$ cat config.mk
export PLATFORM = sky130hd
export DESIGN_NAME = macd_crossover_signal_flat
export DESIGN_NICKNAME = d
export VERILOG_FILES = /design/src/sv/macd_pkg.sv /design/src/sv/macd_in_if.sv /design/src/sv/macd_out_if.sv /design/src/sv/macd_crossover_signal.sv /design/src/sv/macd_cfg.sv /design/src/sv/macd_ctrl.sv /design/src/sv/macd_dp.sv /design/src/flat_wrapper.sv
export VERILOG_INCLUDE_DIRS = /design/src /design/src/sv
export SDC_FILE = /design/constraint.sdc
export NUM_CORES = 2
export LEC_CHECK = 0
export ABC_CLOCK_PERIOD_IN_PS = 32400
export BUFFER_PORTS_ARGS = -buffer_cell sky130_fd_sc_hd__buf_2
export CAP_MARGIN = 20
export CORE_AREA = 2 2 363 365
export DETAILED_ROUTE_END_ITERATION = 7
export DIE_AREA = 0 0 365 367
export PLACE_DENSITY = 0.63
export SLEW_MARGIN = 40
export SYNTH_ARGS = -nofsm -noshare
export SYNTH_HDL_FRONTEND = slang
export SYNTH_HIERARCHICAL = 1
export SYNTH_SLANG_ARGS = --single-unit
$ cat constraint.sdc
create_clock -name clk_i -period 32.4 [get_ports clk_i]
set_input_delay 3.24 -clock clk_i [delete_from_list [all_inputs] [get_ports clk_i]]
set_output_delay 3.24 -clock clk_i [all_outputs]
set_load 0.01 [all_outputs]
$ cat src/sv/assert_macros.svh
// Assertion helpers
`ifndef ASSERT_MACROS_SVH
`define ASSERT_MACROS_SVH

// Same-cycle implication
`define ASSERT_IMPLIES(label, clk, rst_n, ante, cons) \
  label: assert property (@(posedge clk) disable iff (!(rst_n)) (ante) |-> (cons)) \
    else $error("assertion failed: same-cycle implication");

// Next-cycle implication
`define ASSERT_NEXT(label, clk, rst_n, ante, cons) \
  label: assert property (@(posedge clk) disable iff (!(rst_n)) (ante) |=> (cons)) \
    else $error("assertion failed: next-cycle implication");

`endif

$ cat src/sv/macd_pkg.sv
`default_nettype none

package macd_pkg;

  localparam int REG_W      = 17;
  localparam int ADDR_W     = 4;
  localparam int DATA_W     = 32;
  localparam int ALPHA_BITS = 16;

  localparam logic [1:0] REG_IDX_SHORT  = 2'd0;
  localparam logic [1:0] REG_IDX_LONG   = 2'd1;
  localparam logic [1:0] REG_IDX_SIGNAL = 2'd2;

  localparam logic [REG_W-1:0] SHORT_ALPHA_RST  = 17'd10082;
  localparam logic [REG_W-1:0] LONG_ALPHA_RST   = 17'd4855;
  localparam logic [REG_W-1:0] SIGNAL_ALPHA_RST = 17'd13107;

  typedef enum logic [1:0] {
    MARK_NONE = 2'd0,
    MARK_BUY  = 2'd1,
    MARK_SELL = 2'd2
  } mark_e;

  typedef enum logic [1:0] {
    MUL_SHORT  = 2'd0,
    MUL_LONG   = 2'd1,
    MUL_SIGNAL = 2'd2
  } mul_sel_e;

  typedef enum logic [2:0] {
    ST_IDLE,
    ST_SEED,
    ST_MUL_SHORT,
    ST_MUL_LONG,
    ST_ADD_LONG,
    ST_MUL_SIGNAL,
    ST_ADD_SIGNAL
  } macd_state_e;

  typedef struct packed {
    logic     load_in;
    logic     seed;
    logic     mul_en;
    mul_sel_e mul_sel;
    logic     upd_short;
    logic     upd_long;
    logic     upd_signal;
    logic     load_out;
  } macd_cmd_t;

  typedef struct packed {
    logic seeded;
    logic out_free;
  } macd_sts_t;

endpackage

`default_nettype wire

$ cat src/sv/macd_in_if.sv
`default_nettype none

interface macd_in_if;
  logic        valid;
  logic        ready;
  logic [31:0] price;
  logic        series_start;

  modport source (output valid, output price, output series_start, input ready);
  modport sink   (input valid, input price, input series_start, output ready);
endinterface

`default_nettype wire

$ cat src/sv/macd_out_if.sv
`default_nettype none

interface macd_out_if;
  logic               valid;
  logic               ready;
  logic signed [32:0] macd_value;
  logic signed [32:0] signal_value;
  logic               buy_mark;
  logic               sell_mark;

  modport source (output valid, output macd_value, output signal_value,
                  output buy_mark, output sell_mark, input ready);
  modport sink   (input valid, input macd_value, input signal_value,
                  input buy_mark, input sell_mark, output ready);
endinterface

`default_nettype wire

$ cat src/sv/macd_crossover_signal.sv
// MACD crossover signal (12/26/9 by default).
// Input transfer: price (unsigned Q16.16) and series_start. Output transfer:
// macd_value and signal_value (signed Q16.16), buy_mark and sell_mark.
// EMA weights are Q1.16 registers on the APB port at byte 0, 4 and 8
// (short, long, signal); write them only while no sample is in flight.
// A seeding sample (series_start, or the first after reset) goes through
// the seed step, which seeds the EMAs and loads the output register; any
// other sample goes through ST_MUL_SHORT, ST_MUL_LONG, ST_ADD_LONG,
// ST_MUL_SIGNAL and ST_ADD_SIGNAL, as its three EMA updates share one
// multiplier, each a multiply step and an accumulate step, with the long and
// short steps overlapped. One sample is in flight at a time; the next is
// taken only once the last reaches the output register, where it sits; the
// next sample is taken while it waits. If the receiver stalls, the following
// sample waits at its last step until the output register frees, then input ready rises again.
// Reset restores the default weights and clears the seeded flag; the next
// sample reseeds all three EMAs and gives no mark.
`default_nettype none

module macd_crossover_signal import macd_pkg::*; #(
  parameter int AVERAGE_FRAC_BITS = 24
) (
  input  wire logic              clk_i,
  input  wire logic              rst_ni,
  macd_in_if.sink                in_if,
  macd_out_if.source             out_if,
  input  wire logic              psel,
  input  wire logic              penable,
  input  wire logic              pwrite,
  input  wire logic [ADDR_W-1:0] paddr,
  input  wire logic [DATA_W-1:0] pwdata,
  output logic      [DATA_W-1:0] prdata,
  output logic                   pready
);

`include "assert_macros.svh"

  logic [REG_W-1:0] short_alpha, long_alpha, signal_alpha;
  macd_cmd_t        cmd;
  macd_sts_t        sts;

  macd_cfg u_cfg (
    .clk_i          (clk_i),
    .rst_ni         (rst_ni),
    .psel_i         (psel),
    .penable_i      (penable),
    .pwrite_i       (pwrite),
    .paddr_i        (paddr),
    .pwdata_i       (pwdata),
    .prdata_o       (prdata),
    .pready_o       (pready),
    .short_alpha_o  (short_alpha),
    .long_alpha_o   (long_alpha),
    .signal_alpha_o (signal_alpha)
  );

  macd_ctrl u_ctrl (
    .clk_i          (clk_i),
    .rst_ni         (rst_ni),
    .in_valid_i     (in_if.valid),
    .series_start_i (in_if.series_start),
    .sts_i          (sts),
    .in_ready_o     (in_if.ready),
    .cmd_o          (cmd)
  );

  macd_dp #(
    .AVERAGE_FRAC_BITS (AVERAGE_FRAC_BITS)
  ) u_dp (
    .clk_i          (clk_i),
    .rst_ni         (rst_ni),
    .cmd_i          (cmd),
    .sts_o          (sts),
    .price_i        (in_if.price),
    .short_alpha_i  (short_alpha),
    .long_alpha_i   (long_alpha),
    .signal_alpha_i (signal_alpha),
    .out_ready_i    (out_if.ready),
    .out_valid_o    (out_if.valid),
    .macd_value_o   (out_if.macd_value),
    .signal_value_o (out_if.signal_value),
    .buy_mark_o     (out_if.buy_mark),
    .sell_mark_o    (out_if.sell_mark)
  );

  `ASSERT_IMPLIES(a_load_out_free, clk_i, rst_ni, cmd.load_out, sts.out_free)
  `ASSERT_IMPLIES(a_seed_excl, clk_i, rst_ni, cmd.seed, !cmd.mul_en && !cmd.upd_signal)
  `ASSERT_NEXT(a_out_loaded, clk_i, rst_ni, cmd.load_out, out_if.valid)
  `ASSERT_NEXT(a_one_in_flight, clk_i, rst_ni, in_if.valid && in_if.ready, !in_if.ready)

endmodule

`default_nettype wire

$ cat src/sv/macd_cfg.sv
`default_nettype none

module macd_cfg import macd_pkg::*; (
  input  wire logic              clk_i,
  input  wire logic              rst_ni,
  input  wire logic              psel_i,
  input  wire logic              penable_i,
  input  wire logic              pwrite_i,
  input  wire logic [ADDR_W-1:0] paddr_i,
  input  wire logic [DATA_W-1:0] pwdata_i,
  output logic      [DATA_W-1:0] prdata_o,
  output logic                   pready_o,
  output logic      [REG_W-1:0]  short_alpha_o,
  output logic      [REG_W-1:0]  long_alpha_o,
  output logic      [REG_W-1:0]  signal_alpha_o
);

  logic [REG_W-1:0] short_q, short_d;
  logic [REG_W-1:0] long_q, long_d;
  logic [REG_W-1:0] signal_q, signal_d;
  logic [1:0]       idx;
  logic             wr;

  assign idx      = paddr_i[ADDR_W-1:2];
  assign wr       = psel_i & penable_i & pwrite_i;
  assign pready_o = 1'b1;

  always_comb begin
    short_d  = short_q;
    long_d   = long_q;
    signal_d = signal_q;
    if (wr) begin
      unique case (idx)
        REG_IDX_SHORT:  short_d  = pwdata_i[REG_W-1:0];
        REG_IDX_LONG:   long_d   = pwdata_i[REG_W-1:0];
        REG_IDX_SIGNAL: signal_d = pwdata_i[REG_W-1:0];
        default: ;
      endcase
    end
  end

  always_comb begin
    unique case (idx)
      REG_IDX_SHORT:  prdata_o = DATA_W'(short_q);
      REG_IDX_LONG:   prdata_o = DATA_W'(long_q);
      REG_IDX_SIGNAL: prdata_o = DATA_W'(signal_q);
      default:        prdata_o = '0;
    endcase
  end

  always_ff @(posedge clk_i or negedge rst_ni) begin
    if (!rst_ni) begin
      short_q  <= SHORT_ALPHA_RST;
      long_q   <= LONG_ALPHA_RST;
      signal_q <= SIGNAL_ALPHA_RST;
    end else begin
      short_q  <= short_d;
      long_q   <= long_d;
      signal_q <= signal_d;
    end
  end

  assign short_alpha_o  = short_q;
  assign long_alpha_o   = long_q;
  assign signal_alpha_o = signal_q;

endmodule

`default_nettype wire

$ cat src/sv/macd_ctrl.sv
`default_nettype none

module macd_ctrl import macd_pkg::*; (
  input  wire logic      clk_i,
  input  wire logic      rst_ni,
  input  wire logic      in_valid_i,
  input  wire logic      series_start_i,
  input  wire macd_sts_t sts_i,
  output logic           in_ready_o,
  output macd_cmd_t      cmd_o
);

  macd_state_e state_q, state_d;

  always_comb begin
    state_d = state_q;
    unique case (state_q)
      ST_IDLE: begin
        if (in_valid_i) begin
          state_d = (series_start_i || !sts_i.seeded) ? ST_SEED : ST_MUL_SHORT;
        end
      end
      ST_SEED: begin
        if (sts_i.out_free) state_d = ST_IDLE;
      end
      ST_MUL_SHORT:  state_d = ST_MUL_LONG;
      ST_MUL_LONG:   state_d = ST_ADD_LONG;
      ST_ADD_LONG:   state_d = ST_MUL_SIGNAL;
      ST_MUL_SIGNAL: state_d = ST_ADD_SIGNAL;
      ST_ADD_SIGNAL: begin
        if (sts_i.out_free) state_d = ST_IDLE;
      end
      default:       state_d = ST_IDLE;
    endcase
  end

  always_comb begin
    cmd_o      = '0;
    in_ready_o = 1'b0;
    unique case (state_q)
      ST_IDLE: begin
        in_ready_o    = 1'b1;
        cmd_o.load_in = in_valid_i;
      end
      ST_SEED: begin
        cmd_o.seed     = sts_i.out_free;
        cmd_o.load_out = sts_i.out_free;
      end
      ST_MUL_SHORT: begin
        cmd_o.mul_en  = 1'b1;
        cmd_o.mul_sel = MUL_SHORT;
      end
      ST_MUL_LONG: begin
        cmd_o.upd_short = 1'b1;
        cmd_o.mul_en    = 1'b1;
        cmd_o.mul_sel   = MUL_LONG;
      end
      ST_ADD_LONG: begin
        cmd_o.upd_long = 1'b1;
      end
      ST_MUL_SIGNAL: begin
        cmd_o.mul_en  = 1'b1;
        cmd_o.mul_sel = MUL_SIGNAL;
      end
      ST_ADD_SIGNAL: begin
        cmd_o.upd_signal = sts_i.out_free;
        cmd_o.load_out   = sts_i.out_free;
      end
      default: ;
    endcase
  end

  always_ff @(posedge clk_i or negedge rst_ni) begin
    if (!rst_ni) begin
      state_q <= ST_IDLE;
    end else begin
      state_q <= state_d;
    end
  end

endmodule

`default_nettype wire

$ cat src/sv/macd_dp.sv
`default_nettype none

module macd_dp import macd_pkg::*; #(
  parameter int AVERAGE_FRAC_BITS = 24
) (
  input  wire logic               clk_i,
  input  wire logic               rst_ni,
  input  wire macd_cmd_t          cmd_i,
  output macd_sts_t               sts_o,
  input  wire logic [31:0]        price_i,
  input  wire logic [REG_W-1:0]   short_alpha_i,
  input  wire logic [REG_W-1:0]   long_alpha_i,
  input  wire logic [REG_W-1:0]   signal_alpha_i,
  input  wire logic               out_ready_i,
  output logic                    out_valid_o,
  output logic signed [32:0]      macd_value_o,
  output logic signed [32:0]      signal_value_o,
  output logic                    buy_mark_o,
  output logic                    sell_mark_o
);

  localparam int PS = AVERAGE_FRAC_BITS - 16;  // price to average alignment
  localparam int AW = AVERAGE_FRAC_BITS + 16;  // price average width
  localparam int DW = AW + 2;                  // difference width
  localparam int MW = ALPHA_BITS + 2;          // signed alpha width
  localparam int PW = DW + MW;

  function automatic logic [ALPHA_BITS:0] clamp_alpha(input logic [REG_W-1:0] a);
    logic [31:0] wide;
    logic [31:0] one;
    wide = 32'(a);
    one  = 32'(1) << ALPHA_BITS;
    if (wide > one) return one[ALPHA_BITS:0];
    else            return wide[ALPHA_BITS:0];
  endfunction

  logic        [AW-1:0] x_q;
  logic        [AW-1:0] short_q, long_q;
  logic signed [AW:0]   signal_q;
  logic signed [PW-1:0] prod_q;
  mark_e                last_q;
  logic                 seeded_q;

  logic                 out_valid_q;
  logic signed [32:0]   macd_out_q, signal_out_q;
  logic                 buy_q, sell_q;

  logic        [ALPHA_BITS:0] alpha;
  logic signed [DW-1:0]       mul_d;
  logic signed [PW-1:0]       mul_p;
  logic signed [PW-1:0]       prod_sh;
  logic signed [DW-1:0]       term;
  logic signed [DW-1:0]       short_sum, long_sum, signal_sum;
  logic signed [AW:0]         macd, signal_nxt;
  logic                       gt, lt, buy, sell;
  mark_e                      last_d;

  assign macd = $signed({1'b0, short_q}) - $signed({1'b0, long_q});

  always_comb begin
    unique case (cmd_i.mul_sel)
      MUL_SHORT: begin
        alpha = clamp_alpha(short_alpha_i);
        mul_d = $signed({2'b00, x_q}) - $signed({2'b00, short_q});
      end
      MUL_LONG: begin
        alpha = clamp_alpha(long_alpha_i);
        mul_d = $signed({2'b00, x_q}) - $signed({2'b00, long_q});
      end
      MUL_SIGNAL: begin
        alpha = clamp_alpha(signal_alpha_i);
        mul_d = $signed({macd[AW], macd}) - $signed({signal_q[AW], signal_q});
      end
      default: begin
        alpha = '0;
        mul_d = '0;
      end
    endcase
    mul_p = mul_d * $signed({1'b0, alpha});
  end

  assign prod_sh    = prod_q >>> ALPHA_BITS;
  assign term       = prod_sh[DW-1:0];
  assign short_sum  = $signed({2'b00, short_q}) + term;
  assign long_sum   = $signed({2'b00, long_q}) + term;
  assign signal_sum = $signed({signal_q[AW], signal_q}) + term;
  assign signal_nxt = signal_sum[AW:0];

  always_comb begin
    gt     = macd > signal_nxt;
    lt     = macd < signal_nxt;
    buy    = 1'b0;
    sell   = 1'b0;
    last_d = last_q;
    priority if (gt) begin
      if (last_q != MARK_BUY) begin
        buy    = 1'b1;
        last_d = MARK_BUY;
      end
    end else if (lt) begin
      if (last_q != MARK_SELL) begin
        sell   = 1'b1;
        last_d = MARK_SELL;
      end
    end
  end

  always_ff @(posedge clk_i) begin
    if (cmd_i.load_in) x_q <= AW'(price_i) << PS;
    if (cmd_i.mul_en) prod_q <= mul_p;
    if (cmd_i.seed) begin
      short_q  <= x_q;
      long_q   <= x_q;
      signal_q <= '0;
    end
    if (cmd_i.upd_short) short_q <= short_sum[AW-1:0];
    if (cmd_i.upd_long) long_q <= long_sum[AW-1:0];
    if (cmd_i.upd_signal) signal_q <= signal_nxt;
    if (cmd_i.load_out) begin
      if (cmd_i.seed) begin
        macd_out_q   <= '0;
        signal_out_q <= '0;
        buy_q        <= 1'b0;
        sell_q       <= 1'b0;
      end else begin
        macd_out_q   <= macd[AW:PS];
        signal_out_q <= signal_nxt[AW:PS];
        buy_q        <= buy;
        sell_q       <= sell;
      end
    end
  end

  always_ff @(posedge clk_i or negedge rst_ni) begin
    if (!rst_ni) begin
      last_q      <= MARK_NONE;
      seeded_q    <= 1'b0;
      out_valid_q <= 1'b0;
    end else begin
      if (cmd_i.seed) begin
        last_q   <= MARK_NONE;
        seeded_q <= 1'b1;
      end else if (cmd_i.upd_signal) begin
        last_q <= last_d;
      end
      if (cmd_i.load_out) out_valid_q <= 1'b1;
      else if (out_ready_i) out_valid_q <= 1'b0;
    end
  end

  assign sts_o.seeded   = seeded_q;
  assign sts_o.out_free = !out_valid_q || out_ready_i;

  assign out_valid_o    = out_valid_q;
  assign macd_value_o   = macd_out_q;
  assign signal_value_o = signal_out_q;
  assign buy_mark_o     = buy_q;
  assign sell_mark_o    = sell_q;

endmodule

`default_nettype wire
$ cat src/flat_wrapper.sv
// flat-port wrapper written by rule: the top's interface ports become plain ports
module macd_crossover_signal_flat import macd_pkg::*;
#(
  parameter int AVERAGE_FRAC_BITS = 24
)
  (clk_i, rst_ni, psel, penable, pwrite, paddr, pwdata, prdata, pready, in_if_valid, in_if_price, in_if_series_start, in_if_ready, out_if_valid, out_if_macd_value, out_if_signal_value, out_if_buy_mark, out_if_sell_mark, out_if_ready);
  macd_in_if in_if_i ();
  macd_out_if out_if_i ();
  input  wire logic clk_i;
  input  wire logic rst_ni;
  input  wire logic psel;
  input  wire logic penable;
  input  wire logic pwrite;
  input  wire logic [ADDR_W-1:0] paddr;
  input  wire logic [DATA_W-1:0] pwdata;
  output logic      [DATA_W-1:0] prdata;
  output logic pready;
  input wire logic [$bits(in_if_i.valid)-1:0] in_if_valid;
  input wire logic [$bits(in_if_i.price)-1:0] in_if_price;
  input wire logic [$bits(in_if_i.series_start)-1:0] in_if_series_start;
  output wire logic [$bits(in_if_i.ready)-1:0] in_if_ready;
  output wire logic [$bits(out_if_i.valid)-1:0] out_if_valid;
  output wire logic [$bits(out_if_i.macd_value)-1:0] out_if_macd_value;
  output wire logic [$bits(out_if_i.signal_value)-1:0] out_if_signal_value;
  output wire logic [$bits(out_if_i.buy_mark)-1:0] out_if_buy_mark;
  output wire logic [$bits(out_if_i.sell_mark)-1:0] out_if_sell_mark;
  input wire logic [$bits(out_if_i.ready)-1:0] out_if_ready;
  assign in_if_i.valid = in_if_valid;
  assign in_if_i.price = in_if_price;
  assign in_if_i.series_start = in_if_series_start;
  assign in_if_ready = in_if_i.ready;
  assign out_if_valid = out_if_i.valid;
  assign out_if_macd_value = out_if_i.macd_value;
  assign out_if_signal_value = out_if_i.signal_value;
  assign out_if_buy_mark = out_if_i.buy_mark;
  assign out_if_sell_mark = out_if_i.sell_mark;
  assign out_if_i.ready = out_if_ready;
  macd_crossover_signal #(.AVERAGE_FRAC_BITS(AVERAGE_FRAC_BITS)) u_core (.clk_i(clk_i), .rst_ni(rst_ni), .in_if(in_if_i), .out_if(out_if_i), .psel(psel), .penable(penable), .pwrite(pwrite), .paddr(paddr), .pwdata(pwdata), .prdata(prdata), .pready(pready));
endmodule
==> metrics.cfg <==
[sta]
hold_viol_final = 0
fin_crit_sh = 0.401
skew_ns = 0.0530
fin_tns_setup_ns = 0
slew_headroom = 0.392
timing.hold.ws_ns = 0.459
setup_viol = 0
period_minus_slack_ns = 12.99
rsz0062_at_grt = no
fmax_ghz = 0.0770
worstMarginPinSlew_ns = 0.913
drv_slew = 0

[cts]
clock_latency_ns = 0.61
cts_resized = 0
cts_setup_buffers = 0
cts_num_sinks = 320
cts_hold_buffers = 0
cts_buffer_depth = 3
path_clk_slew_ns = 0.06
cts_root_buf = clkbuf_16
cts_made_buffers = 40
htreeDepth = 2
cts_tree = built

[critical_path]
crit_fanout = 9
critPathSlowestCell = or4_1
cp-end-kind = flop
cp_top_family = compound AO/OA/AOI/OAI gates
critPathBufInv = 6
worstPathArrival_ns = 13.35
worstSetupStartpointType = flop
r2r_slack_ns = 19.41
rr_startpoint = u_core/u_dp/long_q[1]
worstPathRequired_ns = 32.75
critical_path.startpoint = u_core/u_dp/long_q[1]
r2r_cells = 47
regToRegEndpoint = u_core/u_dp/prod_q[56]
critPathMaxStageDelay_ns = 0.57
criticalPathCategory = flop to flop

[drt]
wire_per_inst_um = 19.9
via_count = 39820
ant_nets = 0
dr.pass1.iters = 8
drc = 9
drt_wl_total_mm = 148
drt_iter0_drc = 3198
vias_per_cell = 5.36

[floorplanning]
pin_count = 179
die_area_um2 = 134000
die_h_um = 367
core_um2 = 130000
die_w_um = 365
row_count = 133
start_util = 0.386

[logic_synthesis]
avgSynthCellArea_um2 = 9.06
synth-seq-area-share = 0.186
netlist_area_um2 = 50400
synth-seq-cells = 320
async_reset_ff_frac = 0.181
yosys_warnings = 6
synth_edf_count = 262
ys_types = 107
syn_inst = 5557
synthFlopType = edfxtp_1

[placed_design]
dp_cells = 7354
post-dp-hpwl_mm = 118
place_congestion = 0.949
io_buffers = 145

[cells_and_area]
drive_above_1_share = 0.0911
antenna_cells = 0
fillCellCount = 12975
areaGrowthSynthToFinish_pct = 8.42
post_layout_nonfiller_instances = 7429
nNetsFinal = 6805

[worst_hold_path]
whs_path_depth = 1
holdCritPathClass = flop to flop
min_to = u_core/u_dp/seeded_q
hp-start = u_core/u_dp/seeded_q

[grt]
overflow = 0
grt_pass1_vias = 40341
antenna_found_initial = 0
grt_pass1_wl_mm = 230
grt_start_max_net_pins = 84
track_usage = 0.221

[run]
maxCapViolCount = 0

[run_status]
violations = DRC
outcome = finished with violations

per-stage QoR:
step                utilization  area [µm²]  setup WS (ns)
global route              0.419       54600          18.67
global placement          0.407       53100          19.66
finish                    0.419       54600          19.41
floorplan                     -       50400          21.67
CTS                       0.418       54600          19.49
detailed placement        0.408       53200          19.57
layout by cell type (no fill, tap or decap), types with 68 or more instances in the layout:
cell type / instances
inv_1: 930
buf_2: 146
nand2_1: 517
mux2_2: 99
o21ai_0: 154
a21o_1: 191
xnor2_1: 201
and2_1: 77
a21oi_1: 276
ha_1: 435
nor2b_1: 105
nor2_1: 531
edfxtp_1: 262
xor2_1: 90
nand2b_1: 68
fa_1: 651
Yosys cell counts (all sizes together) (106+ instances only):
master | number | area [µm²]
inv | 931 | 3490
fa | 651 | 13000
nor2 | 532 | 2000
nand2 | 521 | 1960
ha | 435 | 5440
a21oi | 282 | 1430
edfxtp | 262 | 7870
xnor2 | 201 | 1760
a21o | 191 | 1430
o21ai | 176 | 896
clkbuf | 133 | 499
mux2 | 110 | 1280
nor2b | 106 | 663
flip-flops by register name, indices dropped and copies added, names as in the netlist, 17 cells and up:
register	cells
u_core/u_cfg/long_alpha_o	17
u_core/u_cfg/short_alpha_o	17
u_core/u_dp/long_q	40
u_core/u_dp/macd_value_o	33
u_core/u_dp/signal_value_o	33
u_core/u_dp/short_q	40
u_core/u_dp/prod_q	41
u_core/u_cfg/signal_alpha_o	17
u_core/u_dp/signal_q	41
u_core/u_dp/x_q	32
worst max-delay path by stage:
stage / endpoint / slack [ns] / cells after the start
after global placement: u_core/u_dp/prod_q[56] / 19.66 / 47
after floorplan: u_core/u_dp/prod_q[56] / 21.67 / 47
after global routing: u_core/u_dp/prod_q[56] / 18.67 / 47
final: u_core/u_dp/prod_q[56] / 19.41 / 47
after detailed placement: u_core/u_dp/prod_q[56] / 19.57 / 47
after CTS: u_core/u_dp/prod_q[56] / 19.49 / 47
area by class of cell:
cell class              count  area [µm²]  area share
inverters                 932        3500      0.0641
multi-input cells        4132       36900       0.675
well taps                1755        2200      0.0402
clock buffers              49        1080      0.0197
clock inverters            24         329     0.00603
flip-flops and latches    320        9350       0.171
repair buffers            217        1300      0.0238
cell families (layout without fill, tap and decap cells):
logic type	after synthesis	count (layout)	share of synthesized area
adders and majority gates	1086	1086	0.367
muxes	139	139	0.0314
xor gates and xnor gates	291	291	0.0506
AOI/OAI and AO/OA	1008	1008	0.134
other	2	16	0.000149
DFF	320	320	0.186
buffers and inverters	1119	1222	0.0863
and+or+nand+nor	1592	1592	0.146
worst reg2reg max path: cells and delay by family (launching register included):
kind            cells  cell delay, ns
buf+inv             6            0.52
flops               1            0.47
simple gates        9            1.78
xor+xnor            4            0.79
fa+ha+maj           9            4.03
compound gates     19            5.18
routing by layer:
metal	vias up	track usage	share of wire	wire (µm)
met5	-	0	0	0
met4	0	0.0582	0.029	4230
met3	205	0.0369	0.084	12400
met2	1526	0.339	0.43	64100
met1	19695	0.321	0.45	67200
li1	18394	-	-	-
Power is left out: the tool's default activity adds up to more than one toggle a clock period on the data nets, which glitch-free logic cannot reach.
